===== src/hw/rtl/sbvd_pkg.sv =====
// Shared types, constants and helper functions for the spectral band voice detector.
package sbvd_pkg;

   // Frame geometry
   localparam int BINS_PER_FRAME_DEF = 64;
   localparam int BIN_W              = 6;

   // Payload widths
   localparam int BIN_VALUE_W = 24;
   localparam int SCORE_W     = 32;
   localparam int THRESH_W    = 14;
   localparam int LIMIT_W     = 20;
   localparam int CSR_DATA_W  = 20;
   localparam int CSR_INDEX_W = 1;
   localparam int RUN_W       = 16;

   // Configuration register indexes
   localparam logic [CSR_INDEX_W-1:0] CSR_SCORE_THRESHOLD   = 1'd0;
   localparam logic [CSR_INDEX_W-1:0] CSR_SCORE_UPPER_LIMIT = 1'd1;

   localparam logic [THRESH_W-1:0] THRESHOLD_RESET = 14'd1000;
   localparam logic [LIMIT_W-1:0]  UPPER_LIMIT_RESET = 20'd10000;

   // Voice band store: bins 10..20
   localparam int BAND_LO     = 10;
   localparam int BAND_HI     = 20;
   localparam int BAND_LEN    = BAND_HI - BAND_LO + 1;
   localparam int BAND_ADDR_W = $clog2(BAND_LEN);
   localparam int PEAK_W      = 5;

   localparam logic [PEAK_W-1:0] FIRST_PEAK_RESET  = 5'd11;
   localparam logic [PEAK_W-1:0] SECOND_PEAK_RESET = 5'd12;

   // floor(6x/5) by reciprocal: 6x < 2^27, M = ceil(2^29/5), error 3 * 2^27 < 2^29
   localparam int                    SCALE_IN_W   = BIN_VALUE_W + 3;
   localparam int                    SCALE_OUT_W  = BIN_VALUE_W + 1;
   localparam int                    RECIP_SHIFT  = 29;
   localparam logic [SCALE_IN_W-1:0] RECIP_MULT   = 27'd107374183;

   // Weighting codes for a bin
   localparam logic [1:0] WEIGHT_NONE  = 2'd0;
   localparam logic [1:0] WEIGHT_SUB12 = 2'd1;
   localparam logic [1:0] WEIGHT_ADD   = 2'd2;
   localparam logic [1:0] WEIGHT_SUB   = 2'd3;

   typedef struct packed {
      logic                   wr_en;
      logic [BAND_ADDR_W-1:0] wr_addr;
      logic [BIN_VALUE_W-1:0] wr_data;
      logic [BAND_ADDR_W-1:0] rd_addr;
   } sbvd_store_req_type;

   function automatic logic [1:0] bin_weight(input logic [BIN_W-1:0] bin);
      logic [1:0] code;
      if (bin inside {[1:5]}) begin
         code = WEIGHT_SUB12;
      end else if (bin inside {[6:30]}) begin
         code = WEIGHT_ADD;
      end else if (bin inside {[40:60]}) begin
         code = WEIGHT_SUB;
      end else begin
         code = WEIGHT_NONE;
      end
      return code;
   endfunction

   function automatic logic in_voice_band(input logic [BIN_W-1:0] bin);
      return (bin inside {[BAND_LO:BAND_HI]});
   endfunction

endpackage


===== src/hw/rtl/sbvd_scale.sv =====
// Reciprocal multiply unit: registered floor(12x/10) of one bin magnitude.
module sbvd_scale (
   input  logic                                 clock,
   input  logic [sbvd_pkg::BIN_VALUE_W-1:0]     value,
   output logic [sbvd_pkg::SCALE_OUT_W-1:0]     scaled_ff
);

   localparam int IN_W  = sbvd_pkg::SCALE_IN_W;
   localparam int PROD_W = 2 * IN_W;

   logic [IN_W-1:0]                   times6;
   logic [PROD_W-1:0]                 product;
   logic [sbvd_pkg::SCALE_OUT_W-1:0]  scaled_in;

   // 6x = 4x + 2x, then divide by 5 through the reciprocal
   assign times6    = {1'b0, value, 2'b00} + {2'b00, value, 1'b0};
   assign product   = {{IN_W{1'b0}}, times6} * {{IN_W{1'b0}}, sbvd_pkg::RECIP_MULT};
   assign scaled_in = product[sbvd_pkg::RECIP_SHIFT +: sbvd_pkg::SCALE_OUT_W];

   always_ff @(posedge clock) begin
      scaled_ff <= scaled_in;
   end

endmodule


===== src/hw/rtl/sbvd_band_store.sv =====
// Voice band store: eleven bin magnitudes, one write and one registered read port.
module sbvd_band_store (
   input  logic                              clock,
   input  sbvd_pkg::sbvd_store_req_type      store_req,
   output logic [sbvd_pkg::BIN_VALUE_W-1:0]  rd_data_ff
);

   logic [sbvd_pkg::BIN_VALUE_W-1:0] mem [0:sbvd_pkg::BAND_LEN-1];

   always_ff @(posedge clock) begin
      if (store_req.wr_en) begin
         mem[store_req.wr_addr] <= store_req.wr_data;
      end
   end

   always_ff @(posedge clock) begin
      rd_data_ff <= mem[store_req.rd_addr];
   end

endmodule


===== src/hw/rtl/spectral_band_voice_detector_core.sv =====
// Spectral band voice detector top level: sequencer, shared adder and result register.
// A plain bin goes through accept, scale multiply and accumulate; req_stall is high after
//   each accepted request until its accumulate is done. A last bin reaches rsp_valid after
//   accept, multiply, accumulate, 3 fetch, 11-step peak scan (one store read a cycle),
//   2 peak adds, decide. One bin at a time; decide holds while an earlier result is stalled.
// Reset (synchronous): state to idle, threshold and limit to defaults; clears bin count,
//   score, run counter, result valid; peaks to 11/12.
module spectral_band_voice_detector_core #(
   parameter int BINS_PER_FRAME = sbvd_pkg::BINS_PER_FRAME_DEF
) (
   input  logic                                  clock,
   input  logic                                  reset,
   // request channel
   input  logic                                  req_valid,
   output logic                                  req_stall,
   input  logic [sbvd_pkg::BIN_VALUE_W-1:0]      req_bin_value,
   input  logic                                  req_last_bin,
   // result channel
   output logic                                  rsp_valid,
   input  logic                                  rsp_stall,
   output logic                                  rsp_voice_active,
   output logic signed [sbvd_pkg::SCORE_W-1:0]   rsp_frame_score,
   // configuration port
   input  logic                                  csr_wr_en,
   input  logic [sbvd_pkg::CSR_INDEX_W-1:0]      csr_index,
   input  logic [sbvd_pkg::CSR_DATA_W-1:0]       csr_wdata
);

   localparam int CNT_W   = $clog2(BINS_PER_FRAME);
   localparam int SCORE_W = sbvd_pkg::SCORE_W;
   localparam int VAL_W   = sbvd_pkg::BIN_VALUE_W;
   localparam int ADDR_W  = sbvd_pkg::BAND_ADDR_W;
   localparam int PEAK_W  = sbvd_pkg::PEAK_W;
   localparam int RUN_W   = sbvd_pkg::RUN_W;

   localparam logic [CNT_W-1:0]  LAST_BIN_IDX = CNT_W'(BINS_PER_FRAME - 1);
   localparam logic [ADDR_W-1:0] SCAN_LAST    = ADDR_W'(sbvd_pkg::BAND_LEN - 1);
   localparam logic [PEAK_W-1:0] BAND_LO_P    = PEAK_W'(sbvd_pkg::BAND_LO);
   localparam logic [RUN_W-1:0]  RUN_MAX      = {RUN_W{1'b1}};

   // Sequencer states
   localparam logic [3:0] ST_IDLE    = 4'd0;
   localparam logic [3:0] ST_MULT    = 4'd1;
   localparam logic [3:0] ST_ACCUM   = 4'd2;
   localparam logic [3:0] ST_FETCH1  = 4'd3;
   localparam logic [3:0] ST_FETCH2  = 4'd4;
   localparam logic [3:0] ST_FETCH3  = 4'd5;
   localparam logic [3:0] ST_SCAN    = 4'd6;
   localparam logic [3:0] ST_ADD1    = 4'd7;
   localparam logic [3:0] ST_ADD2    = 4'd8;
   localparam logic [3:0] ST_DECIDE  = 4'd9;

   logic [3:0]                   state_ff, state_in;

   // Configuration registers
   logic [sbvd_pkg::THRESH_W-1:0] thresh_ff, thresh_in;
   logic [sbvd_pkg::LIMIT_W-1:0]  limit_ff, limit_in;

   // Frame state
   logic [CNT_W-1:0]             bin_cnt_ff, bin_cnt_in;
   logic signed [SCORE_W-1:0]    acc_ff, acc_in;
   logic [PEAK_W-1:0]            first_ff, first_in;
   logic [PEAK_W-1:0]            second_ff, second_in;
   logic [RUN_W-1:0]             run_ff, run_in;

   // Latched request (payload, no reset)
   logic [VAL_W-1:0]             value_ff, value_in;
   logic [1:0]                   weight_ff, weight_in;
   logic                         last_ff, last_in;

   // Peak scan payload
   logic [VAL_W-1:0]             p1val_ff, p1val_in;
   logic [VAL_W-1:0]             p2val_ff, p2val_in;
   logic [ADDR_W-1:0]            scan_ff, scan_in;

   // Result register
   logic                         rsp_valid_ff, rsp_valid_in;
   logic                         rsp_active_ff, rsp_active_in;
   logic signed [SCORE_W-1:0]    rsp_score_ff, rsp_score_in;

   // Shared units
   logic [sbvd_pkg::SCALE_OUT_W-1:0] scaled_ff;
   logic [VAL_W-1:0]                 rd_data_ff;
   sbvd_pkg::sbvd_store_req_type     store_req;

   logic                         accept;
   logic                         rsp_free;
   logic [SCORE_W-1:0]           operand;
   logic                         subtract;
   logic [SCORE_W-1:0]           sum;
   logic [PEAK_W-1:0]            scan_bin;
   logic                         in_range;
   logic [RUN_W-1:0]             run_next;
   logic signed [SCORE_W-1:0]    thresh_s;
   logic signed [SCORE_W-1:0]    limit_s;

   sbvd_scale u_scale (
      .clock     (clock),
      .value     (value_ff),
      .scaled_ff (scaled_ff)
   );

   sbvd_band_store u_store (
      .clock      (clock),
      .store_req  (store_req),
      .rd_data_ff (rd_data_ff)
   );

   assign accept   = req_valid && !req_stall;
   assign rsp_free = !rsp_valid_ff || !rsp_stall;
   assign scan_bin = PEAK_W'(scan_ff) + BAND_LO_P;

   // Store the voice band bins as they arrive; walk the store during fetch and scan
   always_comb begin
      store_req.wr_en   = accept && sbvd_pkg::in_voice_band(bin_cnt_ff);
      store_req.wr_addr = ADDR_W'(bin_cnt_ff - CNT_W'(sbvd_pkg::BAND_LO));
      store_req.wr_data = req_bin_value;
      case (state_ff)
         ST_FETCH1: store_req.rd_addr = ADDR_W'(first_ff - BAND_LO_P);
         ST_FETCH2: store_req.rd_addr = ADDR_W'(second_ff - BAND_LO_P);
         ST_SCAN:   store_req.rd_addr = scan_ff + ADDR_W'(1);
         default:   store_req.rd_addr = '0;
      endcase
   end

   // Shared adder: the bin weighting and both peak additions go through it
   always_comb begin
      operand  = '0;
      subtract = 1'b0;
      case (state_ff)
         ST_ACCUM: begin
            case (weight_ff)
               sbvd_pkg::WEIGHT_SUB12: begin
                  operand  = SCORE_W'(scaled_ff);
                  subtract = 1'b1;
               end
               sbvd_pkg::WEIGHT_ADD: begin
                  operand  = SCORE_W'(value_ff);
               end
               sbvd_pkg::WEIGHT_SUB: begin
                  operand  = SCORE_W'(value_ff);
                  subtract = 1'b1;
               end
               default: begin
                  operand  = '0;
               end
            endcase
         end
         ST_ADD1: operand = SCORE_W'(p1val_ff);
         ST_ADD2: operand = SCORE_W'(p2val_ff);
         default: operand = '0;
      endcase
      sum = acc_ff + (subtract ? ~operand : operand) + SCORE_W'(subtract);
   end

   // Frame decision: threshold < score <= upper limit, both compared signed
   always_comb begin
      thresh_s = $signed(SCORE_W'(thresh_ff));
      limit_s  = $signed(SCORE_W'(limit_ff));
      in_range = (acc_ff > thresh_s) && (acc_ff <= limit_s);
      if (!in_range) begin
         run_next = '0;
      end else if (run_ff != RUN_MAX) begin
         run_next = run_ff + RUN_W'(1);
      end else begin
         run_next = run_ff;
      end
   end

   // Sequencer
   always_comb begin
      state_in      = state_ff;
      thresh_in     = thresh_ff;
      limit_in      = limit_ff;
      bin_cnt_in    = bin_cnt_ff;
      acc_in        = acc_ff;
      first_in      = first_ff;
      second_in     = second_ff;
      run_in        = run_ff;
      value_in      = value_ff;
      weight_in     = weight_ff;
      last_in       = last_ff;
      p1val_in      = p1val_ff;
      p2val_in      = p2val_ff;
      scan_in       = scan_ff;
      rsp_valid_in  = rsp_valid_ff && rsp_stall;
      rsp_active_in = rsp_active_ff;
      rsp_score_in  = rsp_score_ff;

      if (csr_wr_en) begin
         case (csr_index)
            sbvd_pkg::CSR_SCORE_THRESHOLD:
               thresh_in = csr_wdata[sbvd_pkg::THRESH_W-1:0];
            sbvd_pkg::CSR_SCORE_UPPER_LIMIT:
               limit_in  = csr_wdata[sbvd_pkg::LIMIT_W-1:0];
            default: ;
         endcase
      end

      case (state_ff)
         ST_IDLE: begin
            // latch the request and its weighting
            if (accept) begin
               value_in  = req_bin_value;
               last_in   = req_last_bin;
               weight_in = sbvd_pkg::bin_weight(bin_cnt_ff);
               state_in  = ST_MULT;
            end
         end
         ST_MULT: begin
            state_in = ST_ACCUM;
         end
         ST_ACCUM: begin
            acc_in = sum;
            if (last_ff) begin
               bin_cnt_in = '0;
               state_in   = ST_FETCH1;
            end else begin
               bin_cnt_in = (bin_cnt_ff == LAST_BIN_IDX) ? '0 : bin_cnt_ff + CNT_W'(1);
               state_in   = ST_IDLE;
            end
         end
         ST_FETCH1: begin
            state_in = ST_FETCH2;
         end
         ST_FETCH2: begin
            p1val_in = rd_data_ff;
            state_in = ST_FETCH3;
         end
         ST_FETCH3: begin
            p2val_in = rd_data_ff;
            scan_in  = '0;
            state_in = ST_SCAN;
         end
         ST_SCAN: begin
            // one stored bin per cycle against the current two peaks
            if (rd_data_ff > p1val_ff) begin
               second_in = first_ff;
               p2val_in  = p1val_ff;
               first_in  = scan_bin;
               p1val_in  = rd_data_ff;
            end else if ((scan_bin != first_ff) && (rd_data_ff > p2val_ff)) begin
               second_in = scan_bin;
               p2val_in  = rd_data_ff;
            end
            if (scan_ff == SCAN_LAST) begin
               state_in = ST_ADD1;
            end else begin
               scan_in = scan_ff + ADDR_W'(1);
            end
         end
         ST_ADD1: begin
            acc_in   = sum;
            state_in = ST_ADD2;
         end
         ST_ADD2: begin
            acc_in   = sum;
            state_in = ST_DECIDE;
         end
         ST_DECIDE: begin
            // hold until the result register is free
            if (rsp_free) begin
               run_in        = run_next;
               rsp_valid_in  = 1'b1;
               rsp_active_in = (run_next > RUN_W'(1));
               rsp_score_in  = acc_ff;
               acc_in        = '0;
               state_in      = ST_IDLE;
            end
         end
         default: begin
            state_in = ST_IDLE;
         end
      endcase
   end

   // Control state
   always_ff @(posedge clock) begin
      if (reset) begin
         state_ff     <= ST_IDLE;
         thresh_ff    <= sbvd_pkg::THRESHOLD_RESET;
         limit_ff     <= sbvd_pkg::UPPER_LIMIT_RESET;
         bin_cnt_ff   <= '0;
         acc_ff       <= '0;
         first_ff     <= sbvd_pkg::FIRST_PEAK_RESET;
         second_ff    <= sbvd_pkg::SECOND_PEAK_RESET;
         run_ff       <= '0;
         rsp_valid_ff <= 1'b0;
      end else begin
         state_ff     <= state_in;
         thresh_ff    <= thresh_in;
         limit_ff     <= limit_in;
         bin_cnt_ff   <= bin_cnt_in;
         acc_ff       <= acc_in;
         first_ff     <= first_in;
         second_ff    <= second_in;
         run_ff       <= run_in;
         rsp_valid_ff <= rsp_valid_in;
      end
   end

   // Payload
   always_ff @(posedge clock) begin
      value_ff      <= value_in;
      weight_ff     <= weight_in;
      last_ff       <= last_in;
      p1val_ff      <= p1val_in;
      p2val_ff      <= p2val_in;
      scan_ff       <= scan_in;
      rsp_active_ff <= rsp_active_in;
      rsp_score_ff  <= rsp_score_in;
   end

   assign req_stall        = (state_ff != ST_IDLE);
   assign rsp_valid        = rsp_valid_ff;
   assign rsp_voice_active = rsp_active_ff;
   assign rsp_frame_score  = rsp_score_ff;

endmodule

===== config.mk =====
export PLATFORM = sky130hd
export DESIGN_NAME = spectral_band_voice_detector_core
export DESIGN_NICKNAME = d
export VERILOG_FILES = /design/src/hw/rtl/sbvd_pkg.sv /design/src/hw/rtl/sbvd_scale.sv /design/src/hw/rtl/sbvd_band_store.sv /design/src/hw/rtl/spectral_band_voice_detector_core.sv
export SDC_FILE = /design/constraint.sdc
export NUM_CORES = 2
export LEC_CHECK = 0
export BUFFER_PORTS_ARGS = -buffer_cell sky130_fd_sc_hd__buf_2
export CAP_MARGIN = 20
export CORE_MARGIN = 8
export CORE_UTILIZATION = 55
export DETAILED_ROUTE_END_ITERATION = 16
export GPL_ROUTABILITY_DRIVEN = 0
export GPL_TIMING_DRIVEN = 0
export PLACE_DENSITY = 0.78
export SLEW_MARGIN = 10
export SYNTH_ARGS = -nofsm -noshare
export SYNTH_HDL_FRONTEND = slang
export SYNTH_SLANG_ARGS = --single-unit

===== constraint.sdc =====
create_clock -name clock -period 8.5 [get_ports clock]
set_input_delay 1.275 -clock clock [delete_from_list [all_inputs] [get_ports clock]]
set_output_delay 1.275 -clock clock [all_outputs]
set_load 0.005 [all_outputs]

==> metrics.md <==
| Metric | Value |
|---|---|
| Min Tclk post-route | `slightly above 9 ns` |
| Place WS | `-1.81 ns` |
| R2R setup slack | `-0.55 ns` |
| Clock tree sinks | `roughly 530` |
| Net Count, Synth | `around 4300` |
| Hold Fails Final Rpt | `0` |
| Syn Inst Count | `roughly 3600` |
| # nets final | `~4500` |
| Worst slew pin tran | `1.14 ns` |
| Reg-to-Reg End | `u_scale.scaled_ff[24]` |
| Top Ports | `86` |
| Hold Crit Depth | `2` |
| Asr flop ratio synth | `0%` |
| Clock transition at path regs | `around 0.060 ns` |
| DR pass1 iterations | `5` |
| Yosys reg bits | `~530` |
| Status | `finished with violations` |
| Worst hold path endpoint | `limit_ff[3]` |
| Data required, critical path | `~9.0 ns` |
| Placed cell count | `~4500` |
| Core Region | `between 60000 and 70000 um^2` |
| Site row count | `95` |
| Max incr delay on CP | `around 0.54 ns` |
| Die area | `~76000 um^2` |
| Critical path class | `reg2reg` |
| Worst r2r src | `value_ff[2]` |
| DR vias/cell | `roughly 5.8` |
| Crit-path leading delay family | `adder cells` |
| H-tree Lvls | `2` |
| EDFF count, synth | `376` |
| First-pass GRT wire length | `approximately 150 mm` |
| Sequential-to-total area share from yosys stat | `~39%` |
| Largest net degree at the start of global routing | `40` |
| CP startpoint kind | `flip-flop` |
| Overflow after GRT | `0` |
| CTS Buf Count | `just under 50` |
| Initial antenna violation count | `2` |
| Crit. End Element | `flip-flop` |
| Synthesized area per cell | `between 10 and 15 um^2` |
| Post-synth top flop | `edfxtp_1` |
| Antenna-violating nets left | `0` |
| Buf+Inv Stages, Crit Path | `7` |
| Slew Limit Fails | `0` |
| DRC Markers | `0` |
| Share of cells above drive strength 1 | `10.6%` |
| Most frequent CP cell | `fa_1` |
| Commonest cells after routing, fill and taps aside | `inv_1 (597), ha_1 (381), edfxtp_1 (376), nand2_1 (368), fa_1 (285)` |
| Initial Util | `a little under three fifths` |
| Cell variety after synth | `between 70 and 80` |
| 1st-iter DRT viols | `about 2300` |
| Hold WS | `~0.46 ns` |
| Overall routing resource usage | `24.4%` |
| Hold path startpoint | `limit_ff[3]` |
| Path depth of the worst reg2reg path | `37` |
| Failing checks | `negative setup slack` |
| Synthesized area | `37200 um^2` |
| Worst path slowest cell | `fa_1` |
| Layout Cells excl Fill | `roughly 4700` |
| Die Y | `276 um` |
| Setup TNS | `-6.52 ns` |
| Port Buffers | `85` |
| CTS tree | `yes` |
| Max transition margin | `between 20% and 30%` |
| Hold Crit Class | `reg2reg` |
| Commonest non-fill, non-tap cell in the layout | `inv_1` |
| Clock latency on the worst-skew pair | `slightly below 0.6 ns` |
| DRT Wirelength | `around 93 mm` |
| Crit path DAT | `9.55 ns` |
| Clk root buf | `clkbuf_16` |
| Max frequency | `110 MHz` |
| Avg WL per Cell | `19.9 um` |
| CP Depth | `37` |
| # setup viols final | `16` |
| Post-DP HPWL | `between 70 and 80 mm` |
| Vias in the first global route | `approximately 27000` |
| Layout area overhead | `12.8%` |
| YS warnings | `0` |
| Critical path startpoint | `value_ff[2]` |
| Unrepaired setup endpoints after global routing | `yes` |
| Maximum Capacitance Violations | `0` |
| Final WS setup | `-0.552 ns` |
| Hold Buf Count CTS | `0` |
| Maximum buffer depth of the clock tree | `3` |
| Maximum fanout along the worst path | `5` |
| Worst Clk Skew | `0.0179 ns` |
| Period utilization | `106%` |
| Die W | `276 um` |
| DR vias | `roughly 27000` |
[per-layer routing]
layer	up-vias	share of wire (%)	GRT usage [%]
met3	194	8.5	3.94
met2	1159	47	40.5
met1	13101	41	33.1
met4	0	2.9	7.04
met5	-	0	0
li1	12525	-	-
[sequential cells by signal, indices dropped and copies added, names as in the netlist, 14 cells and up]
register            flops
value_ff               24
acc_ff                 32
p1val_ff               24
limit_ff               20
rsp_frame_score        32
p2val_ff               24
u_store.rd_data_ff     24
thresh_ff              14
run_ff                 16
u_scale.scaled_ff      25
u_store.mem           264
[timing repair]
action	in CTS	in global routing
endpoints found under the setup margin	25	25
pin swaps	89	30
gates resized for setup	67	30
setup buffers	54	19
[cell type report]
type	instances	area [um^2]
Buffer	114	442
Clock inverter	18	145
Tap cell	873	1090
Fill cell	5035	25100
Clock buffer	74	1470
Sequential cell	527	14300
Antenna cell	1	2.50
Inverter	610	2290
Timing Repair Buffer	173	1230
Multi-Input combinational cell	2298	20900
[cell families (layout without fill, tap and decap cells)]
kind of cell	Yosys count	in the layout	synth area share, %
simple gates	817	817	10.3
buf+inv	725	989	7.36
fa+ha+maj	693	693	29.2
compound gates	640	640	11.0
flops	527	527	38.5
xor+xnor	114	114	2.72
mux	34	34	1.00
other cells	0	1	0
[through the flow]
stage | area, um^2 | utilization (%)
6_report | 41900 | 62.5
5_1_grt | 41900 | 62.5
4_1_cts | 41600 | 62.0
3_5_place_dp | 39200 | 58.4
3_3_place_gp | 39000 | 58.1
2_1_floorplan | 37500 | -
[cell usage after synthesis (5+ instances only)]
| master | count | share of area, % |
|---|---|---|
| a311oi_1 | 27 | 0.64 |
| buf_1 | 6 | 0.061 |
| a41oi_1 | 5 | 0.12 |
| buf_2 | 5 | 0.067 |
| a22o_1 | 12 | 0.28 |
| and3_1 | 46 | 0.77 |
| nor2_1 | 111 | 1.1 |
| nor4_1 | 8 | 0.13 |
| mux2_2 | 26 | 0.79 |
| and4_1 | 7 | 0.17 |
| nand4_1 | 22 | 0.37 |
| nand3b_1 | 19 | 0.38 |
| or2_2 | 7 | 0.12 |
| or3_1 | 6 | 0.10 |
| nor2b_1 | 19 | 0.32 |
| dfxtp_1 | 151 | 8.1 |
| xnor2_1 | 53 | 1.2 |
| a211oi_1 | 44 | 0.89 |
| a21oi_1 | 239 | 3.2 |
| fa_1 | 288 | 16 |
| o211ai_1 | 7 | 0.14 |
| nand3_1 | 106 | 1.4 |
| clkbuf_1 | 103 | 1.0 |
| xor2_1 | 60 | 1.4 |
| o21bai_1 | 7 | 0.14 |
| a31oi_1 | 38 | 0.64 |
| o21ai_0 | 93 | 1.3 |
| inv_1 | 610 | 6.2 |
| a21o_1 | 66 | 1.3 |
| nor3_1 | 33 | 0.44 |
| edfxtp_1 | 376 | 30 |
| a211o_1 | 12 | 0.28 |
| and2_1 | 19 | 0.32 |
| a22oi_1 | 26 | 0.53 |
| o21a_1 | 20 | 0.40 |
| nand2b_1 | 21 | 0.35 |
| ha_1 | 405 | 14 |
| mux2i_1 | 8 | 0.22 |
| nand2_1 | 375 | 3.8 |
[tightest hold or removal path, delay by kind of cell, from the launching register on]
| kind | cells | cell delay [ns] |
|---|---|---|
| flops | 1 | 0.31 |
| compound gates | 1 | 0.05 |
| simple gates | 1 | 0.05 |
[how the worst max path moves through the flow]
stage	end	slack (ns)
final	u_scale.scaled_ff[24]	-0.55
after CTS	u_scale.scaled_ff[23]	-0.44
after global placement	u_scale.scaled_ff[23]	-1.99
after global routing	u_scale.scaled_ff[23]	-0.86
after floorplan	u_scale.scaled_ff[23]	0.002
after detailed placement	u_scale.scaled_ff[23]	-1.81
Power is left out: the tool's default activity adds up to more than one toggle a clock period on the data nets, which glitch-free logic cannot reach.
